### src/hdl/tpmn_pkg.sv
// ----------------------------------------------------------------------------
// tpmn_pkg
// Shared widths, opcodes and word types of the TPM normalizer.
// ----------------------------------------------------------------------------
package tpmn_pkg;

   localparam int OP_W       = 2;
   localparam int COUNT_W    = 32;
   localparam int INV_W      = 33;
   localparam int TPM_W      = 32;
   localparam int TOTAL_W    = 24;

   localparam int RPK_FRAC_W = 16;
   localparam int RPK_W      = COUNT_W + INV_W - RPK_FRAC_W;
   localparam int SUM_W      = 64;
   localparam int NUM_FRAC_W = 12;
   localparam int NUM_W      = TOTAL_W + NUM_FRAC_W;
   localparam int MANT_W     = 56;
   localparam int SHIFT_W    = 7;
   localparam int PROD_W     = RPK_W + MANT_W;
   localparam int A_LO_W     = 25;
   localparam int B_LO_W     = 28;

   localparam int QUEUE_DEPTH  = 4;
   localparam int RESULT_DEPTH = 2;

   localparam logic [OP_W-1:0] OP_ACCUM  = 2'd0;
   localparam logic [OP_W-1:0] OP_FINISH = 2'd1;
   localparam logic [OP_W-1:0] OP_SCALE  = 2'd2;
   localparam logic [OP_W-1:0] OP_UNUSED = 2'd3;

   localparam logic [TOTAL_W-1:0] TOTAL_RESET = 24'd1000000;
   localparam logic [SHIFT_W-1:0] SHIFT_MAX   = '1;

   typedef struct packed {
      logic [OP_W-1:0]    op;
      logic [COUNT_W-1:0] count;
      logic [INV_W-1:0]   recip_len;
   } tpmn_req_type;

   typedef struct packed {
      logic [TPM_W-1:0] tpm;
      logic             status;
   } tpmn_rsp_type;

   typedef struct packed {
      logic               status;
      logic [SHIFT_W-1:0] shift;
      logic [MANT_W-1:0]  mant;
   } tpmn_factor_type;

   typedef struct packed {
      logic               busy;
      logic               done;
      logic [SHIFT_W-1:0] shift;
      logic [MANT_W-1:0]  mant;
   } tpmn_div_type;

   typedef struct packed {
      logic issue;
      logic finish;
      logic pipe_busy;
      logic div_busy;
   } tpmn_back_stat_type;

endpackage

### src/hdl/tpmn_front.sv
// ----------------------------------------------------------------------------
// tpmn_front
// Input register: takes request words, drops the unused opcode and hands
// the rest to the work queue.
// ----------------------------------------------------------------------------
module tpmn_front (
   input  logic                   clock,
   input  logic                   reset,
   input  logic                   req_push,
   input  tpmn_pkg::tpmn_req_type req_word,
   output logic                   req_full,
   output logic                   q_push,
   output tpmn_pkg::tpmn_req_type q_item,
   input  logic                   q_full
);

   logic                   vld_ff, vld_in;
   tpmn_pkg::tpmn_req_type item_ff, item_in;
   logic                   accept;

   assign req_full = vld_ff && q_full;
   assign accept   = req_push && !req_full;
   assign q_push   = vld_ff && !q_full;
   assign q_item   = item_ff;

   always_comb begin
      vld_in  = vld_ff;
      item_in = item_ff;
      if (accept) begin
         vld_in  = (req_word.op != tpmn_pkg::OP_UNUSED);
         item_in = req_word;
      end else if (q_push) begin
         vld_in = 1'b0;
      end
   end

   always_ff @(posedge clock) begin
      if (reset) begin
         vld_ff <= 1'b0;
      end else begin
         vld_ff <= vld_in;
      end
   end

   always_ff @(posedge clock) begin
      item_ff <= item_in;
   end

endmodule

### config.mk
export PLATFORM = sky130hd
export DESIGN_NAME = tpmn_front
export DESIGN_NICKNAME = d
export VERILOG_FILES = /design/src/hdl/tpmn_pkg.sv /design/src/hdl/tpmn_front.sv
export SDC_FILE = /design/constraint.sdc
export NUM_CORES = 1
export LEC_CHECK = 0
export BUFFER_PORTS_ARGS = -buffer_cell sky130_fd_sc_hd__buf_2
export CAP_MARGIN = 20
export CORE_MARGIN = 2
export CORE_UTILIZATION = 44
export CTS_CLUSTER_DIAMETER = 120
export DETAILED_ROUTE_END_ITERATION = 6
export PLACE_DENSITY_LB_ADDON = 0.12
export SYNTH_ARGS = -nofsm -noshare
export SYNTH_HDL_FRONTEND = slang
export SYNTH_SLANG_ARGS = --single-unit
### constraint.sdc
create_clock -name clock -period 7.6 [get_ports clock]
set_input_delay 0.38 -clock clock [delete_from_list [all_inputs] [get_ports clock]]
set_output_delay 0.38 -clock clock [all_outputs]
set_load 0.05 [all_outputs]
# Word level (Yosys, flattened, before mapping)
# Index checks and enable logic that the tools add are counted.
[totals] elab_cells=13 output_inout_bits=69 in_bits=71 ff_bits=68
[op_classes] n_mux=2 n_reduce_logical=6 eq_ne=1
[ops] cell="logical AND 1 bit" count=3
[ops] cell="zero test 1 bit" count=2
[ops] cell="two-way mux 1 bit" count=2
[ops] cell="!= test 2 bit, second input constant" count=1
[ops] cell="nonzero test 2 bit" count=1

# Depth between registers and ports, before layout
# Gate-level depths: netlist (run 1).
[logic_depth] depth_word=4 mapped_depth=2 ltp_nobuf=2

# Worst setup path after synthesis (run 1)
# OpenSTA, ideal clock, no wires.
[synth_timing] path_kind="input to register" startpoint="in q_full" endpoint="reg item_ff, in the netlist q_item[0], enable pin" stages=2 path_buffers=0 setup_time_ns=0.500 slack_ns=3.511 t_arrival_ns=3.589 t_required_ns=7.100 path_cell_list="and2_4 nor2b_1"
[synth_between] elab_chain_len=3
[synth_lines] element="from (decl)" line="tpmn_front.sv:14" source="input logic q_full"
[synth_lines] element="logical AND 1 bit" line="tpmn_front.sv:21" source="assign req_full = vld_ff && q_full;"
[synth_lines] element="zero test 1 bit" line="tpmn_front.sv:22" source="assign accept = req_push && !req_full;"
[synth_lines] element="logical AND 1 bit" line="tpmn_front.sv:22"
[synth_lines] element="named net accept" line="tpmn_front.sv:19" source="logic accept;"
[synth_lines] element="to (signal assigned)" line="tpmn_front.sv:46" source="item_ff <= item_in;"
[synth_lines] element="to (decl)" line="tpmn_front.sv:18" source="tpmn_pkg::tpmn_req_type item_ff, item_in;"
# The timed path passes the listed nets, and every way through them passes these cells.
# A chain may end at the register's enable or synchronous reset.

# Final worst setup path (run 1)
[layout_timing] startpoint="reg vld_ff" endpoint="reg item_ff, in the netlist q_item[61], enable pin"
[layout_between] elab_chain_len=3
[layout_lines] element="from (decl)" line="tpmn_front.sv:17" source="logic vld_ff, vld_in;"
[layout_lines] element="from (signal assigned)" line="tpmn_front.sv:41" source="vld_ff <= vld_in;"
[layout_lines] element="logical AND 1 bit" line="tpmn_front.sv:21"
[layout_lines] element="zero test 1 bit" line="tpmn_front.sv:22"
[layout_lines] element="logical AND 1 bit" line="tpmn_front.sv:22"
[layout_lines] element="named net accept" line="tpmn_front.sv:19"
# The timed path passes the listed nets, and every way through them passes these cells.

==> impl_results.md, run 1 <==
- Status: completed
- Via density: between 4 and 5
- Synth-to-layout area growth: 44.5%
- Clk pin slew, worst setup/hold paths: 70 ps
- H-tree depth: 3
- CTS resizes: 0
- Die Area: ~0.0053 sq mm
- CTS tree: yes
- Maximum fanout along the worst path: 64
- P_leak: between 1 and 1.5 nW
- Hold Path End: q_item[7]
- DRT Pass-1 Iters: 4
- Antenna-violating nets left: 0
- Antenna cells: 0
- Total gr overflow: 0
- Vias in the first global route: 1,314
- Fill cell count: roughly 330
- Yosys cell types: 7
- GRT met2 Usage: 0.269
- Final hold violation count: 0
- VDD IR max: between 150 and 200 uV
- Pins Over Slew Limit: 0
- Core area: 0.00444 sq mm
- CTS buffer count: 9
- Post-route minimum period: 1650 ps
- Final setup viols: 0
- First-pass GRT wire length: about 5.8 mm
- Arrival time at the worst endpoint: around 1600 ps
- R2R Path Start: vld_ff
- R2r setup slk: roughly 6000 ps
- Routed wire length: between 4 and 5 mm
- Post-synthesis mux area share: 0
- Gr usage total: 0.155
- Synthesized area: 0.00207 sq mm
- Port buffer count: between 100 and 150
- Hold-fix buffer count after cts: 0
- Worst rel slew slack: 0.476
- Setup crit end kind: register
- Share of post-route cells with drive strength above 1: 0.671
- Hold Crit Start: req_word[7]
- Worst-Skew Late Latency: 330 ps
- XOR/XNOR Fraction of Synth Area: 0
- Largest family of logic cells by synthesized area: simple AND/OR/NAND/NOR gates
- CP Launch Type: register
- RSZ-0062 raised after global routing: false
- Yosys reg bits: 68
- Number of setup buffers added after CTS: 0
- Row cnt: 24
- Vias: around 1,300
- DR WL/cell: 14.6 um
- Fin nets: around 300
- RR Endpoint: q_item[61]
- Register area: around 0.0020 sq mm
- Post-Synth Adder-Cell Area: 0
- Register area share after synthesis: 0.980
- Post-Syn Instances: 73
- Clock root buffer: clkbuf_8
- Gpl congestion: slightly below 0.7
- Clock sinks: 68
- Avg Inst Size Synth: between 20 and 30 sq um
- Required @ worst endpoint: approximately 7600 ps
- HP Class: in2reg
- R2R cell count: 3
- Fin Setup TNS: 0 ps
- Fin area: between 0.002 and 0.003 sq mm
- Least-Margin Pin Slew: between 700 and 800 ps
- Die Y: just over 70 um
- Hold Path Stages: 1
- Initial antenna violation count: 0
- Synth Area in Compound Gates: 0.00845
- Max Fclk: 607 MHz
- CTS max path bufs: 2
- # IOs: 140
- Area after DPL: about 0.0028 sq mm
- Drt drc: 0
- Period utilisation layout: 0.217
- Busiest layer in global routing: met2
- Starting DRT DRC Count: ~100
- Ys Warns: 0
- Critical path class: reg2reg
- Initial Util: 0.466
- M3 GR Usage: 0.0608
- M1 GR Usage: 0.149
- Largest net degree at the start of global routing: 65
- Pwr dens: around 270 mW/mm^2
- Die Span X: a little over 70 um
- Syn Nets: approximately 140
- Simple-Gate Fraction of Synth Area: 0.0115
- Area taken by multi-input logic gates: between 40 and 50 sq um
- Worst clock skew: 5.92 ps
- Max-cap viol count: 0
## critical path, cell delays in order, from the launching register on
cell and delay [ps]:
dfxtp_1 310, and2_4 150, nor2b_4 140, buf_4 640
## per-stage QoR
step	hold slack (ps)	utilization	cells	total power, mW	setup slack [ps]
2_1_floorplan	479	-	73	0.539	3510
3_3_place_gp	557	0.641	265	0.575	5810
3_5_place_dp	558	0.641	265	0.578	5740
4_1_cts	210	0.674	280	0.805	5950
5_1_grt	210	0.674	280	0.823	5860
6_report	223	0.674	280	0.795	5950
## worst max-delay path by stage
| stage | startpoint | end | slack, ps | cells past startpoint |
|---|---|---|---|---|
| after global placement | q_full | q_item[61] | 5810 | 4 |
| after CTS | vld_ff | q_item[29] | 5950 | 3 |
| after detailed placement | q_full | q_item[11] | 5740 | 4 |
| final | vld_ff | q_item[61] | 5950 | 3 |
| after global routing | vld_ff | q_item[10] | 5860 | 3 |
| after floorplan | q_full | q_item[0] | 3510 | 2 |
## layout make-up
class                   count  share of cell area
clock buffers              10              0.0426
clock inverters             5             0.00668
multi-input cells           5              0.0163
flip-flops and latches     68               0.678
well taps                  52              0.0217
repair buffers            140               0.235
## power by group
group | leakage, nW | total (mW) | internal, mW | switching (mW)
Clock | 0.0761 | 0.226 | 0.111 | 0.115
Sequential | 0.658 | 0.444 | 0.439 | 0.00469
Combinational | 0.585 | 0.125 | 0.0281 | 0.0970
## cell usage in the layout, fill, tap and decap left out
cell type,n
edfxtp_1,67
and2_4,1
a21boi_0,1
clkbuf_8,9
and2b_2,1
clkinv_2,1
o21ba_1,1
nor2b_4,1
clkinv_1,4
clkbuf_1,1
buf_4,1
buf_2,139
dfxtp_1,1
## cell usage after synthesis (all sizes together)
| library cell | n | area, sq um |
|---|---|---|
| a21boi | 1 | 7.51 |
| and2 | 1 | 8.76 |
| and2b | 1 | 8.76 |
| dfxtp | 1 | 20.0 |
| edfxtp | 67 | 2010 |
| nor2b | 1 | 6.26 |
| o21ba | 1 | 10.0 |
## registers in the layout (all words and copies together) (netlist names)
name and flops:
q_item 67, vld_ff 1
## kinds of logic (layout without fill, tap and decap cells)
family,after synthesis,in the layout
DFF,68,68
buffers and inverters,0,155
AOI/OAI and AO/OA,2,2
and+or+nand+nor,3,3
## per-layer routing
| metal | wire length [um] | up-vias |
|---|---|---|
| met4 | 102 | 0 |
| met5 | 0 | - |
| met2 | 2220 | 82 |
| met3 | 429 | 11 |
| met1 | 1330 | 587 |
| li1 | - | 596 |
Note: power is estimated with default switching activity, not from simulation.
==> run 2, diff against run 1 <==
Settings changed: CORE_UTILIZATION 44 to 40.
Clock period 7.6 ns to 1.6 ns, I/O delays scaled along.
==> run 2 against run 1 <==
  * Die area up 9.4%
  * Global-route usage up 2.6 points
  * Maximum frequency up 36%
  * Via count up 25%
  * Clock skew down 1.6 ps
  * Setup slack worse by 5600 ps
==> impl_results.md, run 2 (same netlist as run 1, synthesis figures left out) <==
- Status: completed
- Port buffer count: 139 (unchanged)
- CTS buffer count: 9 (unchanged)
- Die Span X: 76.0 um (+4.6%)
- CTS resizes: 0 (unchanged)
- Drt drc: 0 (unchanged)
- Initial antenna violation count: 0 (unchanged)
- Pwr dens: 1130 mW/mm^2 (+330%)
- P_leak: 1.65 nW (+25%)
- Worst rel slew slack: 0.825 (+0.349)
- Fin util: 0.752 (+0.0776)
- First-pass GRT wire length: 7.77 mm (+35%)
- Hold-fix buffer count after cts: 68 (+68)
- Arrival time at the worst endpoint: 1230 ps (-370 ps)
- Largest register FFs: 67 (unchanged)
- Gr usage total: 0.180 (+0.0258)
- Fin area: 0.00379 sq mm (+27%)
- Fin Setup TNS: 0 ps (unchanged)
- Commonest non-fill, non-tap cells in the layout: 139 x buf_2, 68 x dlygate4sd3_1, 67 x edfxtp_1
- Initial Util: 0.411 (-0.0553)
- DRT Pass-1 Iters: 4 (unchanged)
- Core area: 0.00504 sq mm (+13%)
- Gpl congestion: 0.680 (+0.24%)
- Worst clock skew: 4.37 ps (-1.55 ps)
- Inst Count DP: 284 (+7.2%)
- Fin nets: 364 (+23%)
- Setup crit end kind: register
- Vias: 1,590 (+25%)
- Starting DRT DRC Count: 62 (-37%)
- HP Class: in2reg
- Number of setup buffers added after CTS: 0 (unchanged)
- Hold Path Stages: 3 (+2)
- # IOs: 140 (unchanged)
- CP Launch Type: register
- Post-route minimum period: 1220 ps (-432 ps)
- Least-Margin Pin Slew: 265 ps (-521 ps)
- Synth-to-layout area growth: 82.9%
- VDD IR max: 744 uV (+370%)
- Total gr overflow: 0 (unchanged)
- Non-filler cells, final: 368 (+31%)
- Clk pin slew, worst setup/hold paths: 70 ps (about the same)
- Required @ worst endpoint: 1610 ps (-5940 ps)
- Routed wire length: 5.13 mm (+26%)
- Final hold violation count: 0 (unchanged)
- Maximum fanout along the worst path: 41 (-36%)
- Antenna-violating nets left: 0 (unchanged)
- Critical path class: reg2reg
- DR WL/cell: 13.9 um (-4.4%)
- Leading cell type in the layout, fill and taps excluded: buf_2
- Die Area: 0.00578 sq mm (+9.4%)
- H-tree depth: 3 (unchanged)
- R2R cell count: 3 (unchanged)
- Clock sinks: 68 (unchanged)
- Max-cap viol count: 0 (unchanged)
- Via density: 4.32 (-5.2%)
- Row cnt: 26 (+8.3%)
- Share of post-route cells with drive strength above 1: 0.530 (-0.141)
- RSZ-0062 raised after global routing: false
- CTS max path bufs: 2 (unchanged)
- Period utilisation layout: 0.760 (+0.543)
- Vias in the first global route: 1,643 (+25%)
- Clock root buffer: clkbuf_8
- Max Fclk: 823 MHz (+36%)
- CTS tree: yes
- Area after DPL: 0.00290 sq mm (+1.9%)
- Largest net degree at the start of global routing: 42 (-35%)
- Pins Over Slew Limit: 0 (unchanged)
- Final setup viols: 0 (unchanged)
- Worst-Skew Late Latency: 320 ps (about the same)
- Antenna cells: 0 (unchanged)
- Die Y: 76.0 um (+4.6%)
-- run 2: cell count changes in the layout (fill, tap and decap cells not counted) --
cell           before  now
buf_4               1    0
dlygate4sd3_1       0   68
clkinv_1            4    1
clkinv_2            1    3
bufinv_16           0    2
buf_12              0    2
-- run 2: critical path: stages (launching register included) --
cell     delay [ps]
dfxtp_1         310
and2_4          150
nor2b_4         180
buf_12          250
-- run 2: stage by stage --
stage | power (mW) | hold WS [ps] | worst slack, ps
final | 4.30 | 157 | 385
after global placement | 2.74 | 257 | 436
after detailed placement | 2.76 | 258 | 410
after global routing | 4.46 | 174 | 337
after floorplan | 2.56 | 179 | -326
after CTS | 4.33 | 137 | 398
-- run 2: cell type report --
| cell class | instances | area [sq um] |
|---|---|---|
| clock inverter | 6 | 78.8 |
| timing repair buffer | 209 | 1420 |
| multi-input combinational | 5 | 48.8 |
| sequential | 68 | 2030 |
| tap | 70 | 87.6 |
| fill | 310 | 1250 |
| clock buffer | 10 | 128 |
-- run 2: worst paths after layout --
check | from | to | slack, ps
setup / recovery | vld_ff | q_item[25] | 380
hold / removal | q_full | vld_ff | 160
setup reg to reg | vld_ff | q_item[25] | 380
hold reg to reg | vld_ff | vld_ff | 640
-- run 2: report_power, final --
part / internal (mW) / leakage, nW / switching, mW
clock: 0.865 / 0.107 / 0.588
combinational: 0.253 / 0.882 / 0.488
sequential: 2.08 / 0.658 / 0.0263
total: 3.20 / 1.65 / 1.10
-- run 2: per-layer routing --
layer  share of wire  vias to the layer above  wire length (um)  global-route usage
met5               0                        -                 0                   0
li1                -                      733                 -                   -
met3           0.088                        6               453              0.0604
met4           0.013                        0                68              0.0818
met1            0.35                      753              1810               0.180
met2            0.55                       98              2800               0.338
