**src/hdl/tpmn_fifo.sv**
```systemverilog
// ----------------------------------------------------------------------------
// tpmn_fifo
// Small register queue, DEPTH of at least 2 words.
// ----------------------------------------------------------------------------
module tpmn_fifo #(
   parameter int WIDTH = 8,
   parameter int DEPTH = 4
) (
   input  logic             clock,
   input  logic             reset,
   input  logic             push,
   input  logic [WIDTH-1:0] push_data,
   output logic             full,
   input  logic             pop,
   output logic [WIDTH-1:0] pop_data,
   output logic             empty
);

   localparam int PTR_W = $clog2(DEPTH);
   localparam int CNT_W = $clog2(DEPTH + 1);

   logic [WIDTH-1:0] mem_ff [DEPTH];
   logic [PTR_W-1:0] wr_ptr_ff, wr_ptr_in;
   logic [PTR_W-1:0] rd_ptr_ff, rd_ptr_in;
   logic [CNT_W-1:0] cnt_ff, cnt_in;
   logic             do_push;
   logic             do_pop;

   assign full     = (cnt_ff == CNT_W'(DEPTH));
   assign empty    = (cnt_ff == '0);
   assign do_push  = push && !full;
   assign do_pop   = pop && !empty;
   assign pop_data = mem_ff[rd_ptr_ff];

   always_comb begin
      wr_ptr_in = wr_ptr_ff;
      rd_ptr_in = rd_ptr_ff;
      cnt_in    = cnt_ff;
      if (do_push) begin
         wr_ptr_in = (wr_ptr_ff == PTR_W'(DEPTH - 1)) ? '0 : wr_ptr_ff + PTR_W'(1);
      end
      if (do_pop) begin
         rd_ptr_in = (rd_ptr_ff == PTR_W'(DEPTH - 1)) ? '0 : rd_ptr_ff + PTR_W'(1);
      end
      if (do_push && !do_pop) begin
         cnt_in = cnt_ff + CNT_W'(1);
      end else if (do_pop && !do_push) begin
         cnt_in = cnt_ff - CNT_W'(1);
      end
   end

   always_ff @(posedge clock) begin
      if (reset) begin
         wr_ptr_ff <= '0;
         rd_ptr_ff <= '0;
         cnt_ff    <= '0;
      end else begin
         wr_ptr_ff <= wr_ptr_in;
         rd_ptr_ff <= rd_ptr_in;
         cnt_ff    <= cnt_in;
      end
   end

   always_ff @(posedge clock) begin
      if (do_push) begin
         mem_ff[wr_ptr_ff] <= push_data;
      end
   end

endmodule

```
**config.mk**
```make
export PLATFORM = sky130hd
export DESIGN_NAME = tpmn_fifo
export DESIGN_NICKNAME = d
export VERILOG_FILES = /design/src/hdl/tpmn_fifo.sv
export SDC_FILE = /design/constraint.sdc
export NUM_CORES = 1
export LEC_CHECK = 0
export ABC_CLOCK_PERIOD_IN_PS = 3350
export BUFFER_PORTS_ARGS = -buffer_cell sky130_fd_sc_hd__buf_4
export CAP_MARGIN = 20
export CORE_MARGIN = 1
export CORE_UTILIZATION = 23
export DETAILED_ROUTE_END_ITERATION = 12
export MAX_ROUTING_LAYER = met4
export SETUP_SLACK_MARGIN = 0.15
export SYNTH_ARGS = -nofsm -noshare
export SYNTH_HDL_FRONTEND = slang
export SYNTH_SLANG_ARGS = --single-unit
```
**constraint.sdc**
```tcl
create_clock -name clock -period 3.35 [get_ports clock]
set_clock_uncertainty 0.05 [all_clocks]
set_input_delay 0.335 -clock clock [delete_from_list [all_inputs] [get_ports clock]]
set_output_delay 0.335 -clock clock [all_outputs]
set_load 0.03 [all_outputs]
```
# Word-level counts from Yosys, hierarchy flattened
# Memories as Yosys holds them, arrays and structs flattened. A register that Yosys moved wholly into a read port is not among the register bits.
# Cells that the tools add are included.
[totals]
memories = 1
word_cells = 29
output_inout_bits = 10
mem_bits_rw = 32
register_bits = 7
[mem_list]
columns = ["name", "words", "word_bits", "rd", "rd_ports_with_merged_regs", "write_ports", "line", "text"]
rows = [
  ["mem_ff", 4, 8, 1, 1, 1, "22", "logic [WIDTH-1:0] mem_ff [DEPTH];"],
]
[classes]
n_mux = 8
n_reduce_logical = 10
add_sub_neg = 4
eq_ne = 3
[op_table]
columns = ["op", "n"]
rows = [
  ["2-to-1 mux 2 bit", 4],
  ["2-to-1 mux 3 bit", 2],
  ["adder 2 x 1 -> 2 bit, second input constant", 2],
  ["equality test 2 bit, second input constant", 2],
  ["logical AND 1 bit", 4],
  ["logical NOT 1 bit", 4],
  ["adder 3 x 1 -> 3 bit, second input constant", 1],
  ["equality test 3 bit, second input constant", 1],
  ["logical NOT 3 bit", 1],
  ["subtractor 3 x 1 -> 3 bit, second input constant", 1],
  ["2-to-1 mux 1 bit", 2],
  ["nonzero test 2 bit", 1],
]

# Logic depth before layout (Yosys ltp)
# Gate-level depths: netlist of run 1.
[logic_depth]
ltp_word = 7
depth_mapped = 10
mapped_depth_nobuf = 9

# Worst setup path before layout of run 1
# Ideal clock, no wire load.
[synth_path]
path_kind = "reg-to-reg"
start = "reg cnt_ff[0]"
end = "reg cnt_ff[2]"
path_buffers = 1
t_arrival_ns = 2.145
setup_time_ns = 0.070
setup_slack_ns = 1.085
path_stages_with_launch = 11
cell_sequence = "dfxtp_1 or3b_1 buf_6 clkinv_4 nor2_2 ha_1 inv_1 fa_1 xor2_1 or3_2 a21oi_1"
[synth_via]
elab_chain_len = 6
elab_cells_between_ends = 15
classes_between = "add/sub (2); eq/ne (1); mux (2); reduce/logical (10)"
[synth_lines]
columns = ["item", "line", "text"]
rows = [
  ["start: declaration", "25", "logic [CNT_W-1:0] cnt_ff, cnt_in;"],
  ["start signal: assignment", "60", "cnt_ff <= cnt_in;"],
  ["equality test 3 bit *", "29", "assign full = (cnt_ff == CNT_W'(DEPTH));"],
  ["named net full", "13", "output logic full,"],
  ["logical NOT 1 bit *", "31", "assign do_push = push && !full;"],
  ["logical AND 1 bit *", "31", ""],
  ["named net do_push", "26", "logic do_push;"],
  ["logical NOT 1 bit", "47", "end else if (do_pop && !do_push) begin"],
  ["logical AND 1 bit", "47", ""],
  ["nonzero test 2 bit (no line)", "-", ""],
]
# The timed path passes the listed nets; every way through them passes the cells marked *. The select of a mux whose other input is x is not followed.
# A chain may end at the register's enable or synchronous reset.

# Worst setup path in the final report of run 1
[layout_path]
start = "reg cnt_ff[0]"
end = "reg cnt_ff[2]"
[layout_via]
elab_chain_len = 6
elab_cells_between_ends = 15
classes_between = "add/sub (2); eq/ne (1); mux (2); reduce/logical (10)"
[layout_lines]
columns = ["item", "line"]
rows = [
  ["equality test 3 bit *", "29"],
  ["logical NOT 1 bit *", "31"],
  ["logical AND 1 bit *", "31"],
  ["named net do_push", "26"],
  ["logical NOT 1 bit", "47"],
  ["logical AND 1 bit", "47"],
  ["nonzero test 2 bit (no line)", "-"],
]
# Marked as above.

==> impl_metrics.yaml, run 1 <==
clocking:
  cts.path.max_buffers: 2
  ctsResizeCount: 0
  cts-root-buf: "clkbuf_8"
  clk_latency_ns: 0.28
  tritoncts: "yes"
  clkTransAtPathRegs_ns: 0.07
  h-tree-depth: 2
  cts_setup_buffers: 0
  cts.hold.buffers_added: 0
  cts_sinks: 41
  cts_buffers: 5
hold_path:
  hold_path_class: "primary input to register"
  min_from: "push_data[2]"
  min_to: "mem_ff[0][2]"
  hold_depth: 1
synth:
  ys_types: 26
  ys_ff_latch: 41
  syn_avg_cell_area_um2: 17.88
  syn_area_um2: 1645
  syn_inst: 92
  synth-seq-area-share_pct: 69.35
  synth_nets: 111
  yosysWarnings: 0
sta:
  max_freq_mhz: 408.9
  relSlewSlack_pct: 64.72
  timing_worst_slew_pin_value_ns: 0.5285
  drv_slew: 0
  whs_ns: 0.2023
  hold_viol: 0
  rsz0062_at_grt: "no"
  min_period_over_period_pct: 73.00
  setup_violations: 0
  tns_ns: 0
  finalCriticalPeriod_ns: 2.446
detailed_routing:
  ant_nets: 0
  num_vias: 834
  viasPerCell: 3.934
  drt_iter0_drc: 24
  remaining_drc_errors: 0
  firstDrtPassIters: 4
  avgRoutedWirePerCell_um: 12.84
  finalWirelength_um: 2722
global_route:
  met2_usage_pct: 14.21
  gr-usage-all-layers_pct: 8.347
  grt_pass1_vias: 931
  met3_usage_pct: 2.857
  antenna_found_initial: 0
  use_met1_pct: 8.802
  busiest_layer: "met2"
  grt_first_pass_wirelength_um: 4471
  grt_max_degree: 13
  overflow: 0
status:
  status: "completed"
floorplanning:
  rows: 30
  ioPinCount: 22
  die_h_um: 86.58
  core_um2: 6869
  die-area_um2: 7496
  start_util_pct: 23.95
  die_w_um: 86.58
critical_path:
  cp-end-kind: "register"
  cp-start-kind: "register"
  rr_startpoint: "cnt_ff[0]"
  reg2reg_depth: 9
  r2r_slack_ns: 0.90
  crit_arrival_ns: 2.61
  cp_max_fo: 7
  cp.required_ns: 3.51
  timing.rr.end: "cnt_ff[2]"
  worstSetupPathType: "register to register"
final_layout:
  multi_input_area_um2: 456.7
  ff_latch_area_um2: 1141
  fin_nets: 135
  num_antenna_cells: 0
  syn_to_final_growth_pct: 20.30
  nFillCells: 689
  drive_gt1_share_pct: 37.93
placed_design:
  dp_hpwl_um: 2022
  place_congestion: 0.6866
  port_buffers: 21
pwr:
  vdd_drop_max_mv: 0.2692
  cellLeakagePower_nw: 0.7011
  p_seq_share_pct: 48.4
  p_int_mw: 0.9566
  power.density_nw_per_um2: 710.8
  switching_share_pct: 32.01
  power.switching_mw: 0.4503
  clkPwrFrac_pct: 20.6
  combPwrFrac_pct: 31.0
flow_run:
  drv_cap: 0
-- kinds of logic after synthesis --
family,after synthesis,share of synthesized area (%)
adders and majority gates,7,5.779
muxes,10,12.17
buffers and inverters,9,2.889
DFF,41,69.35
xor gates and xnor gates,2,1.065
and+or+nand+nor,16,5.704
AOI/OAI and AO/OA,7,3.041
-- metrics by stage --
step | instances | total power [mW] | instance area [um^2] | setup slack (ns) | utilization (%)
3_5_place_dp | 205 | 1.141 | 1899 | 0.9047 | 27.65
5_1_grt | 212 | 1.493 | 1979 | 0.7052 | 28.82
4_1_cts | 212 | 1.432 | 1979 | 0.8847 | 28.82
3_3_place_gp | 205 | 1.115 | 1899 | 1.033 | 27.65
6_report | 212 | 1.407 | 1979 | 0.9044 | 28.82
2_1_floorplan | 92 | 0.9973 | 1645 | 1.085 | -
-- layout by cell type, fill, tap and decap left out, types with 2 or more instances in the layout --
master,netlist,final
xor2_1,2,2
mux4_2,8,8
nor3_1,2,2
inv_1,4,4
buf_4,0,21
o31ai_2,2,2
nand3_1,2,2
nor2_1,3,3
edfxtp_1,32,32
dfxtp_1,9,9
and3_2,4,4
ha_1,6,6
a21oi_1,3,3
clkbuf_8,0,5
mux2i_1,2,2
-- worst max-delay path, cell delays in order (launching register included) --
cell      delay [ns]
dfxtp_1         0.45
or3b_1          0.32
clkinv_4        0.09
nor2_2          0.12
ha_1            0.20
inv_1           0.06
fa_1            0.37
xor2_1          0.16
or3_2           0.41
a21oi_1         0.15
-- registers in the layout, indices dropped and copies added, names as in the netlist, named ones only --
signal	count
wr_ptr_ff	2
cnt_ff	3
mem_ff	32
rd_ptr_ff	2
-- power groups by stage --
stage | logic (mW) | clock network, mW | registers [mW]
5_1_grt | 0.473 | 0.324 | 0.697
6_report | 0.437 | 0.289 | 0.681
3_3_place_gp | 0.426 | 0 | 0.689
2_1_floorplan | 0.338 | 0 | 0.659
4_1_cts | 0.445 | 0.301 | 0.686
3_5_place_dp | 0.444 | 0 | 0.697
-- Yosys cell counts --
cell | n | area share (%)
edfxtp_1 | 32 | 58
dfxtp_1 | 9 | 11
mux4_2 | 8 | 11
ha_1 | 6 | 4.6
and3_2 | 4 | 1.8
inv_1 | 4 | 0.91
a21oi_1 | 3 | 0.91
nor2_1 | 3 | 0.68
mux2i_1 | 2 | 1.2
nand3_1 | 2 | 0.61
nor3_1 | 2 | 0.61
o31ai_2 | 2 | 1.5
xor2_1 | 2 | 1.1
buf_1 | 1 | 0.23
buf_2 | 1 | 0.30
buf_6 | 1 | 0.68
clkbuf_1 | 1 | 0.23
clkinv_4 | 1 | 0.53
fa_1 | 1 | 1.2
nand2_1 | 1 | 0.23
nor2_2 | 1 | 0.38
o21ai_0 | 1 | 0.30
o21ai_1 | 1 | 0.30
or3_1 | 1 | 0.38
or3_2 | 1 | 0.46
or3b_1 | 1 | 0.53
-- metal layers --
metal	part of all wire (%)	vias up
li1	-	394
met1	39	410
met2	52	24
met3	6.4	6
met4	1.7	0
met5	0	-
-- worst max path at each step --
| stage | end | from | cells after the start |
|---|---|---|---|
| 2_1_floorplan | cnt_ff[2] | cnt_ff[0] | 10 |
| 3_3_place_gp | cnt_ff[2] | cnt_ff[0] | 9 |
| 3_5_place_dp | cnt_ff[2] | cnt_ff[0] | 9 |
| 4_1_cts | cnt_ff[2] | cnt_ff[0] | 9 |
| 5_1_grt | cnt_ff[2] | cnt_ff[0] | 9 |
| 6_report | cnt_ff[2] | cnt_ff[0] | 9 |
-- area by class of cell --
cell class / instances / area share [%]
clock buffer: 5 / 3.477
tap: 96 / 6.068
timing repair buffer: 21 / 7.965
multi-input combinational: 42 / 23.07
sequential: 41 / 57.65
clock inverter: 2 / 0.5689
inverter: 5 / 1.201
No activity file was read; power rests on OpenSTA's default activity.
==> run 2: changes to the inputs <==
Settings changed: ABC_CLOCK_PERIOD_IN_PS 3350 to 2200.
Clock period 3.35 ns to 2.2 ns, I/O delays scaled along.
==> run 2 against run 1 <==
  * Critical path depth stayed put
  * Largest power group unchanged
  * Hold slack worse by 0.12 ns
  * Combinational power is 89% higher
  * Sequential cell count stayed put
  * Non-clock buffer count is 8 higher
  * Register-to-register slack worse by 0.76 ns
  * Critical path type unchanged
  * First-iteration DRC count grew to 2.6 times the previous value
  * Global-route usage is 0.46 points higher
==> impl_metrics.yaml, run 2 (synthesis results as in run 1) <==
clocking:
  clkTransAtPathRegs_ns: 0.07
  cts.hold.buffers_added: 0
  h-tree-depth: 2
  clk_latency_ns: 0.28
  cts-root-buf: "clkbuf_8"
  tritoncts: "yes"
  cts.path.max_buffers: 2
  cts_sinks: 41
  cts_buffers: 5
sta:
  timing_worst_slew_pin_value_ns: 0.3926
  max_freq_mhz: 487.1
  tns_ns: 0
  min_period_over_period_pct: 93.31
  setup_violations: 0
  drv_slew: 0
  finalCriticalPeriod_ns: 2.053
  hold_viol: 0
  relSlewSlack_pct: 73.79
  rsz0062_at_grt: "yes"
detailed_routing:
  viasPerCell: 4.009
  remaining_drc_errors: 0
  finalWirelength_um: 2886
  drt_iter0_drc: 63
  num_vias: 886
  avgRoutedWirePerCell_um: 13.06
  ant_nets: 0
  firstDrtPassIters: 4
floorplanning:
  die_h_um: 86.58
  core_um2: 6869
  die_w_um: 86.58
  ioPinCount: 22
  start_util_pct: 23.95
  rows: 30
  die-area_um2: 7496
critical_path:
  startpoint: "cnt_ff[2]"
  cp_top_family: "simple AND/OR/NAND/NOR gates"
  cp_max_fo: 3
  cp.required_ns: 2.36
  cp-end-kind: "register"
  crit_arrival_ns: 2.22
  rr_startpoint: "cnt_ff[2]"
  timing.rr.end: "cnt_ff[2]"
  reg2reg_depth: 9
  cpMaxStageDelayCell: "dfxtp_4"
  critPathBufInv: 2
  worstSetupPathType: "register to register"
  r2r_slack_ns: 0.15
  path_cells: "or3b_4, clkinv_8, nor2_4, ha_4, inv_2, fa_2, xor2_1, or3_4, a21oi_2"
  crit_path_max_incr_delay_ns: 0.35
  cp-start-kind: "register"
final_layout:
  top_register: "mem_ff"
  largest_reg_flops: 32
  final_util_pct: 30.55
  layout_common_cells: "edfxtp_1, buf_4, mux4_2"
  layout.cells.non_filler: 221
  fin_nets: 143
  drive_gt1_share_pct: 48.00
  top_regs: "mem_ff: 32 flops, cnt_ff: 3 flops"
  syn_to_final_growth_pct: 27.53
  num_antenna_cells: 0
  final_area_um2: 2098
  layout_commonest_cell: "edfxtp_1"
hold_path:
  min_from: "push_data[3]"
  hold_depth: 1
  hold_path_class: "primary input to register"
  min_to: "mem_ff[0][3]"
placed_design:
  port_buffers: 21
  dp_hpwl_um: 2008
  place_area_um2: 1952
  place_congestion: 0.6951
  dp_cells: 208
pwr:
  clkPwrFrac_pct: 19.4
  combPwrFrac_pct: 36.0
  p_int_mw: 1.560
  p_seq_share_pct: 44.6
  vdd_drop_max_mv: 0.4639
  cellLeakagePower_nw: 0.7560
  switching_share_pct: 32.16
  power.total_mw: 2.299
  power.density_nw_per_um2: 1096
  power.switching_mw: 0.7395
global_route:
  gr-usage-all-layers_pct: 8.804
  antenna_found_initial: 0
  grt_first_pass_wirelength_um: 4712
  grt_pass1_vias: 988
  overflow: 0
  grt_max_degree: 13
status:
  status: "completed"
flow_run:
  drv_cap: 0
-- run 2: final cells by class --
| class | count | area [um^2] |
|---|---|---|
| well taps | 96 | 120.1 |
| multi-input cells | 42 | 495.5 |
| fillers | 685 | 4771 |
| repair buffers | 29 | 217.7 |
| flip-flops and latches | 41 | 1152 |
| clock inverters | 3 | 12.51 |
| inverters | 5 | 31.28 |
| clock buffers | 5 | 68.82 |
-- run 2: worst register-to-register path: stages, from the launching register on --
cell,delay (ns)
dfxtp_4,0.35
or3b_4,0.27
clkinv_8,0.05
nor2_4,0.13
ha_4,0.15
inv_2,0.04
fa_2,0.33
xor2_1,0.16
or3_4,0.33
a21oi_2,0.12
-- run 2: how the worst max path moves through the flow --
stage | end | slack [ns] | cells after the start
6_report | cnt_ff[2] | 0.15 | 9
5_1_grt | cnt_ff[2] | 0.08 | 9
4_1_cts | cnt_ff[2] | 0.15 | 9
3_5_place_dp | cnt_ff[2] | 0.006 | 9
3_3_place_gp | cnt_ff[2] | 0.09 | 9
2_1_floorplan | cnt_ff[2] | 0.12 | 10
-- run 2: layer usage --
metal	track usage [%]	vias up	wire, um
met5	-	-	0
met4	3.182	0	43
met3	3.143	6	186
met2	15.51	19	1539
met1	9.023	443	1117
li1	-	418	-
-- run 2: through the flow --
step / hold slack (ns) / setup WS (ns)
after global placement: 0.3700 / 0.08923
after CTS: 0.07653 / 0.1511
after floorplan: 0.2689 / 0.1224
final: 0.08443 / 0.1472
after detailed placement: 0.3745 / 0.006147
after global routing: 0.07322 / 0.07690
-- run 2: power by group through the flow --
stage | logic (mW) | registers [mW] | clock network [mW]
after detailed placement | 0.762 | 1.04 | 0
after CTS | 0.813 | 1.02 | 0.462
after floorplan | 0.541 | 1.01 | 0
final | 0.828 | 1.03 | 0.446
after global routing | 0.900 | 1.04 | 0.492
after global placement | 0.737 | 1.03 | 0
-- run 2: repair_timing --
action                                  CTS  global route
setup buffers                             3             2
hold endpoints to repair                  0             0
pin swaps                                 4             2
gates resized for setup                   3             2
endpoints found under the setup margin    1             1
==> run 3: changes to the inputs <==
--- a/config.mk
+++ b/config.mk
@@ -15,2 +15,3 @@
 export SETUP_SLACK_MARGIN = 0.15
+export SKIP_CTS_REPAIR_TIMING = 1
 export SYNTH_ARGS = -nofsm -noshare
--- a/constraint.sdc
+++ b/constraint.sdc
@@ -4,2 +4,2 @@
 set_output_delay 0.22 -clock clock [all_outputs]
-set_load 0.03 [all_outputs]
+set_load 0.1 [all_outputs]
==> run 3 against run 2 <==
  * Sequential share of layout area decreased by 0.81 points
  * Maximum frequency decreased by 2.1%
  * Hold slack got worse by 0.0096 ns
  * Combinational power increased by 49%
  * Via count decreased by 4.1%
  * Wire length decreased by 5.0%
  * Utilization increased by 0.46 points
  * Largest cell class unchanged
==> impl_metrics.yaml, run 3 (synthesis results as in run 1) <==
detailed_routing:
  viasPerCell: 3.864
  remaining_drc_errors: 0
  finalWirelength_um: 2743
  ant_nets: 0
  firstDrtPassIters: 4
  drt_iter0_drc: 80
  avgRoutedWirePerCell_um: 12.47
  num_vias: 850
sta:
  finalCriticalPeriod_ns: 2.097
  min_period_over_period_pct: 95.31
  setup_violations: 0
  rsz0062_at_grt: "yes"
  relSlewSlack_pct: 72.52
  drv_slew: 0
  max_freq_mhz: 476.9
  hold_viol: 0
  setup_slack_ns: 0.1033
  timing_worst_slew_pin_value_ns: 0.4117
critical_path:
  rr_startpoint: "cnt_ff[2]"
  cp-start-kind: "register"
  cp-end-kind: "register"
  cp.required_ns: 2.37
  reg2reg_depth: 9
  cp_max_fo: 5
  worstSetupPathType: "register to register"
  r2r_slack_ns: 0.10
  crit_arrival_ns: 2.27
  critical_path.endpoint: "cnt_ff[2]"
  startpoint: "cnt_ff[2]"
  timing.rr.end: "cnt_ff[2]"
global_route:
  gr-usage-all-layers_pct: 8.342
  grt_first_pass_wirelength_um: 4395
  antenna_found_initial: 0
  overflow: 0
  grt_pass1_vias: 907
  grt_max_degree: 14
final_layout:
  drive_gt1_share_pct: 50.00
  largest_reg_flops: 32
  top_register: "mem_ff"
  syn_to_final_growth_pct: 29.43
  top_regs: "mem_ff: 32 flops, cnt_ff: 3 flops"
  final_area_um2: 2130
  layout_common_cells: "edfxtp_1, buf_4, mux4_2"
  layout_commonest_cell: "edfxtp_1"
  layout.cells.non_filler: 220
  fin_nets: 142
  num_antenna_cells: 0
pwr:
  vdd_drop_max_mv: 0.7772
  power.density_nw_per_um2: 1335
  power.total_mw: 2.843
  cellLeakagePower_nw: 0.7646
clocking:
  h-tree-depth: 2
  clk_latency_ns: 0.29
  cts_sinks: 41
  cts-root-buf: "clkbuf_8"
  tritoncts: "yes"
  clkTransAtPathRegs_ns: 0.08
  cts.path.max_buffers: 2
  cts_buffers: 5
floorplanning:
  die-area_um2: 7496
  die_h_um: 86.58
  core_um2: 6869
  rows: 30
  start_util_pct: 23.95
  ioPinCount: 22
  die_w_um: 86.58
placed_design:
  dp_cells: 208
  port_buffers: 21
  dp_hpwl_um: 1914
  place_area_um2: 1957
  place_congestion: 0.6912
  dp_slack_ns: 0.006783
flow_run:
  drv_cap: 0
status:
  status: "completed"
hold_path:
  hold_path_class: "primary input to register"
==> run 3: cell count changes in the layout (fill, tap and decap cells not counted), sizes merged <==
cell,before,now
bufinv,0,1
buf,29,28
clkinv,4,2
clkbuf,5,6
==> run 3: worst max-delay path: stages, from the launching register on <==
cell and delay, ns:
dfxtp_4 0.36, or3b_4 0.28, clkinv_8 0.05, nor2_4 0.11
ha_4 0.17, inv_2 0.04, fa_2 0.35, xor2_2 0.16
or3_4 0.33, a21oi_2 0.14
==> run 3: worst min-delay path by stage <==
stage                            start            to  depth (start not counted)
after global routing      push_data[3]  mem_ff[2][3]                          1
after CTS                 push_data[3]  mem_ff[3][3]                          1
after detailed placement  push_data[3]  mem_ff[3][3]                          1
final                     push_data[6]  mem_ff[0][6]                          1
after floorplan           push_data[0]  mem_ff[0][0]                          0
after global placement    push_data[7]  mem_ff[2][7]                          1
==> run 3: layout make-up <==
type,count,area [um^2]
repair buffers,28,210.2
clock inverters,2,35.03
multi-input cells,42,508.0
well taps,96,120.1
inverters,5,31.28
fillers,688,4740
clock buffers,6,72.57
flip-flops and latches,41,1152
==> run 3: per-stage QoR <==
stage                     hold slack, ns  util, %  setup TNS [ns]
after floorplan                   0.2689        -               0
after global placement            0.3690    28.49               0
after detailed placement          0.3759    28.49               0
after CTS                        0.06615    30.05        -0.02674
after global routing             0.06228    31.00               0
final                            0.07479    31.00               0
==> run 3: per-layer routing <==
metal / up-vias / global-route usage, % / routed length, um
met3: 5 / 3.048 / 134
li1: 410 / - / -
met1: 415 / 9.465 / 1219
met5: - / - / 0
met4: 0 / 3.636 / 36
met2: 20 / 13.28 / 1352
==> run 3: power by group <==
part	total (mW)	internal [mW]	switching [mW]
logic	1.23	0.392	0.840
registers	1.03	0.955	0.0734
clock network	0.582	0.337	0.245
total	2.84	1.68	1.16
